<file path="config.mk">
export PLATFORM = sky130hd
export DESIGN_NAME = rchc_div
export DESIGN_NICKNAME = d
export VERILOG_FILES = /design/src/rtl/rchc_pkg.sv /design/src/rtl/rchc_div.sv
export SDC_FILE = /design/constraint.sdc
export NUM_CORES = 1
export LEC_CHECK = 0
export ABC_AREA = 1
export BUFFER_PORTS_ARGS = -buffer_cell sky130_fd_sc_hd__buf_2
export CELL_PAD_IN_SITES_DETAIL_PLACEMENT = 2
export CELL_PAD_IN_SITES_GLOBAL_PLACEMENT = 2
export CORE_UTILIZATION = 30
export DETAILED_ROUTE_END_ITERATION = 16
export GPL_TIMING_DRIVEN = 0
export PLACE_DENSITY_LB_ADDON = 0.1
export SYNTH_ARGS = -nofsm -noshare
export SYNTH_HDL_FRONTEND = slang
export SYNTH_SLANG_ARGS = --single-unit
export TNS_END_PERCENT = 100
</file>
<file path="constraint.sdc">
create_clock -name i_clk -period 3.2 [get_ports i_clk]
set_input_delay 0 -clock i_clk [delete_from_list [all_inputs] [get_ports i_clk]]
set_output_delay 0 -clock i_clk [all_outputs]
set_load 0.03 [all_outputs]
</file>
<file path="src/rtl/rchc_pkg.sv">
`timescale 1ns / 1ps
// ---------------------------------------------------------------------------
// rchc_pkg
// Shared types, widths and codes of the ray against convex hull clip unit.
// ---------------------------------------------------------------------------
package rchc_pkg;

    // default table depth
    localparam int MAX_FACES_DEF = 64;

    // field widths
    localparam int W_Q        = 32;          // signed q16.16 value
    localparam int W_DLT      = 33;          // end minus start
    localparam int W_PROD     = W_Q + W_DLT; // full product
    localparam int W_QM       = W_PROD - 16; // product scaled back to q16.16
    localparam int W_ACC      = 52;          // distance and denominator
    localparam int W_DIV      = W_ACC + 31;  // divider remainder and divisor
    localparam int W_T        = 33;          // signed ray parameter
    localparam int W_FC       = 7;           // face count register
    localparam int W_MA       = 31;          // max alpha register
    localparam int W_IDX      = 6;           // plane index / hit face
    localparam int W_STATUS   = 2;
    localparam int W_IN_DATA  = 328;
    localparam int W_OUT_DATA = 232;

    // configuration register indexes
    localparam logic CFG_FACE_COUNT = 1'b0;
    localparam logic CFG_MAX_ALPHA  = 1'b1;

    // input commands
    localparam logic CMD_LOAD = 1'b0;
    localparam logic CMD_CAST = 1'b1;

    // result status
    typedef enum logic [W_STATUS-1:0] {
        ST_MISS   = 2'd0,
        ST_HIT    = 2'd1,
        ST_INSIDE = 2'd2
    } t_status;

    // one table entry
    typedef struct packed {
        logic signed [W_Q-1:0] off;
        logic signed [W_Q-1:0] nz;
        logic signed [W_Q-1:0] ny;
        logic signed [W_Q-1:0] nx;
    } t_plane;

    // cast sequencer
    typedef enum logic [6:0] {
        S_IDLE  = 7'b0000001,
        S_READ  = 7'b0000010,
        S_MUL   = 7'b0000100,
        S_CHK   = 7'b0001000,
        S_DIV   = 7'b0010000,
        S_POINT = 7'b0100000,
        S_FIN   = 7'b1000000
    } t_state;

endpackage

</file>
<file path="src/rtl/rchc_div.sv">
`timescale 1ns / 1ps
// ---------------------------------------------------------------------------
// rchc_div
// Iterative signed divider: num * 65536 / den, magnitude truncated and
// saturated to 2^31, one quotient bit per cycle.
// ---------------------------------------------------------------------------
module rchc_div import rchc_pkg::*; (
    input  logic                    i_clk,
    input  logic                    i_rst_n,
    input  logic                    i_start,
    input  logic signed [W_ACC-1:0] i_num,
    input  logic signed [W_ACC-1:0] i_den,
    output logic                    o_done,
    output logic signed [W_T-1:0]   o_quot
);

    logic             r_busy;
    logic             r_done;
    logic             r_neg;
    logic [4:0]       r_bit;
    logic [W_DIV-1:0] r_rem;
    logic [W_DIV-1:0] r_dvs;
    logic [31:0]      r_quo;

    logic [W_ACC-1:0] mag_num;
    logic [W_ACC-1:0] mag_den;
    logic             ge;
    logic             finish;

    // operand magnitudes
    assign mag_num = i_num[W_ACC-1] ? W_ACC'(-i_num) : W_ACC'(i_num);
    assign mag_den = i_den[W_ACC-1] ? W_ACC'(-i_den) : W_ACC'(i_den);

    assign ge     = (r_rem >= r_dvs);
    assign finish = ((r_bit == 5'd31) && ge) || (r_bit == 5'd0);

    // control
    always_ff @(posedge i_clk) begin
        if (!i_rst_n) begin
            r_busy <= 1'b0;
            r_done <= 1'b0;
        end else begin
            r_done <= 1'b0;
            if (i_start) begin
                r_busy <= 1'b1;
            end else if (r_busy && finish) begin
                r_busy <= 1'b0;
                r_done <= 1'b1;
            end
        end
    end

    // restoring division, top bit doubles as the saturation test
    always_ff @(posedge i_clk) begin
        if (i_start) begin
            r_rem <= {{(W_DIV-W_ACC-16){1'b0}}, mag_num, 16'h0000};
            r_dvs <= {mag_den, 31'd0};
            r_bit <= 5'd31;
            r_quo <= 32'd0;
            r_neg <= i_num[W_ACC-1] ^ i_den[W_ACC-1];
        end else if (r_busy) begin
            if (r_bit == 5'd31) begin
                if (ge) begin
                    r_quo <= 32'h8000_0000;
                end
            end else if (ge) begin
                r_rem        <= r_rem - r_dvs;
                r_quo[r_bit] <= 1'b1;
            end
            r_dvs <= r_dvs >> 1;
            r_bit <= r_bit - 5'd1;
        end
    end

    assign o_done = r_done;
    assign o_quot = r_neg ? -$signed({1'b0, r_quo}) : $signed({1'b0, r_quo});

endmodule

</file>
==> metrics.md <==
| Metric | Value |
|---|---|
| Slew @ Worst Pin | `around 1.3 ns` |
| Int Pwr | `between 5 and 6 mW` |
| Routed vias | `between 20000 and 25000` |
| Initial antenna violation count | `1` |
| Critical path class | `register to register` |
| Post-synth cell types | `49` |
| Fin. max-slew vios | `0` |
| Share of cells above drive strength 1 | `0.104` |
| Global Route Usage Sum | `0.310` |
| Data arrival, critical path | `3.51 ns` |
| Max transition margin | `0.142` |
| Final setup vio count | `0` |
| Ys async rst share | `0` |
| Post-layout power | `between 9 and 10 mW` |
| # diodes | `0` |
| Sequential power share | `0.313` |
| Drt wl/cell | `23.7 microns` |
| Status | `finished clean` |
| Worst hold stages | `3` |
| Pwr/cell area | `395 mW/mm^2` |
| #FFs+latches synth | `206` |
| GRT met3 Usage | `0.0305` |
| Number of synthesized flops with an enable pin | `105` |
| Sw Pwr | `3.60 mW` |
| Vias per inst | `5.24` |
| Fillers | `8098` |
| Dpl hpwl | `between 80 and 90 mm` |
| Dpl ws | `-0.810 ns` |
| Switching Fraction | `0.378` |
| Synth Flop Type | `edfxtp_1` |
| Clk pin slew, worst setup/hold paths | `roughly 0.07 ns` |
| Min-Delay Path Class | `primary input to register` |
| Worst hold margin | `0.00552 ns` |
| Min Tclk post-route | `3.12 ns` |
| Most common cell after layout, fill and taps aside | `nand2_1` |
| FP Rows | `93` |
| Gate power share | `0.320` |
| Final Hold Vio Count | `0` |
| Syn Inst Count | `about 3300` |
| Static Leak | `11.4 nW` |
| Initial Utilization | `0.305` |
| Startpoint type of the worst setup path | `register` |
| 1st-iter DRT viols | `around 1400` |
| Maximum root-to-sink buffer count | `3` |
| # clock sinks | `206` |
| Clock skew | `0.0384 ns` |
| Vias in the first global route | `25300` |
| Die Ht | `259 microns` |
| # DRC | `0` |
| Final Cycle Share | `0.975` |
| Detailed Route WL | `106 mm` |
| Area growth from synthesis to layout | `21.8%` |
| Synth Cell Area | `0.0198 sq mm` |
| Clock latency on the worst-skew pair | `0.60 ns` |
| GRT busiest layer | `met2` |
| Reg2reg setup slack | `0.08 ns` |
| # nets final | `3792` |
| Total CTS buffers | `28` |
| Die area | `about 0.067 sq mm` |
| Top Ports | `141` |
| DIE WIDTH | `259 microns` |
| CTS H-tree depth | `1` |
| Seq. cell area | `0.00517 sq mm` |
| Seq/Total Area, Yosys | `0.262` |
| Power share of the clock group | `0.367` |
| Fmax | `321 MHz` |
| Clock root buffer | `clkbuf_16` |
| Grt met1 use | `0.403` |
| Reg2reg path depth | `15` |
| Final worst slack | `0.0814 ns` |
| Met2 Use GR | `0.544` |
| First-pass GRT wire length | `~160 mm` |
| Post-route ant nets | `0` |
| Synth Area per Inst | `approximately 5.9 sq um` |
| Largest net degree at the start of global routing | `54` |
| Total grt overflow | `0` |
| CTS tree | `built` |
| First-pass iteration count of the detailed router | `5` |
| CP endpoint kind | `register` |
| CP Data Required Time | `3.59 ns` |
| Final Core Density | `0.371` |
| Syn. warnings | `0` |
| GPL Wtd Cong | `0.996` |
| CP max FO | `10` |
| Area of the multi-input gates | `0.0126 sq mm` |
| Commonest cells after routing, fill and taps aside | `1018 x nand2_1, 567 x inv_1, 377 x nor2_1` |
| Net count after synthesis | `3526` |
| Core Footprint | `0.0648 sq mm` |
| Max IR drop VDD | `0.000378 V` |
| IO Port Bufs | `around 140` |
| Max Cap Viol | `0` |
==> path summary, 6_finish.rpt <==
kind	start	end
hold reg to reg	r_quo[1]	r_quo[1]
setup reg to reg	r_dvs[46]	r_rem[67]
setup / recovery	r_dvs[46]	r_rem[67]
hold / removal	i_den[27]	r_dvs[58]
==> worst max-delay path: stages, from the launching register on <==
cell and delay [ns]:
edfxtp_1 0.32, inv_1 0.08, ha_2 0.41, nand2_1 0.14
nor2_2 0.19, inv_2 0.08, nor2_4 0.18, nand2_1 0.12
nor2_1 0.12, nand2_1 0.10, nand3_4 0.14, nand2_4 0.10
nand2_4 0.12, nand3_4 0.24, buf_4 0.31, o21ai_1 0.26
==> flip-flops by register name, summed over array words and instances (netlist names) <==
signal	cells
o_done	1
r_rem	83
r_busy	1
r_quo	32
r_bit	5
r_neg	1
r_dvs	83
==> stage by stage <==
stage | instance area [sq um] | setup TNS [ns] | instances
4_1_cts | 23600 | -0.00183 | 4470
3_3_place_gp | 21500 | -160.78 | 4321
2_1_floorplan | 19800 | 0 | 3328
3_5_place_dp | 21600 | -61.04 | 4322
5_1_grt | 24100 | -0.0835 | 4471
6_report | 24100 | 0 | 4471
==> timing repair <==
action / in CTS / in global routing
gates cloned: 4 / 0
endpoints found under the setup margin: 134 / 116
hold endpoints to repair: 84 / 0
buffers inserted: 8 / 1
pin swaps: 1 / 5
gates resized for setup: 28 / 81
hold buffers: 84 / 0
==> logic make-up after synthesis <==
| group | share of synthesized area |
|---|---|
| and+or+nand+nor | 0.382 |
| buffers and inverters | 0.128 |
| AOI/OAI and AO/OA | 0.131 |
| DFF | 0.262 |
| adders and majority gates | 0.0580 |
| xor gates and xnor gates | 0.0394 |
==> final cells by class <==
class / count / share of cell area
tap: 855 / 0.0445
inverter: 587 / 0.0917
timing repair buffer: 232 / 0.0676
sequential: 206 / 0.215
clock inverter: 20 / 0.0121
multi-input combinational: 2468 / 0.524
buffer: 71 / 0.0150
clock buffer: 32 / 0.0297
==> cell usage after synthesis (49+ instances only) <==
master	n	area (sq um)
nor3_1	51	255
a21oi_1	163	816
dfxtp_1	101	2020
inv_1	569	2140
ha_1	90	1130
nor2_1	393	1480
o22ai_1	49	307
nand3_1	226	1130
o21ai_1	55	275
nand2_1	1030	3870
xnor2_1	52	455
o21ai_0	134	671
edfxtp_1	105	3150
==> power by group through the flow <==
stage / registers (mW) / clock network, mW / logic [mW]
5_1_grt: 2.99 / 3.64 / 3.26
3_5_place_dp: 3.02 / 0 / 2.73
4_1_cts: 2.97 / 3.57 / 2.87
6_report: 2.98 / 3.49 / 3.04
3_3_place_gp: 3.02 / 0 / 2.65
2_1_floorplan: 3.01 / 0 / 1.58
==> metal layers <==
layer  vias up  share of wire
li1      11100              -
met1     11800           0.45
met2       424           0.48
met3       125          0.037
met4         0          0.028
met5         -              0
Power figures use the tool's default switching activity.
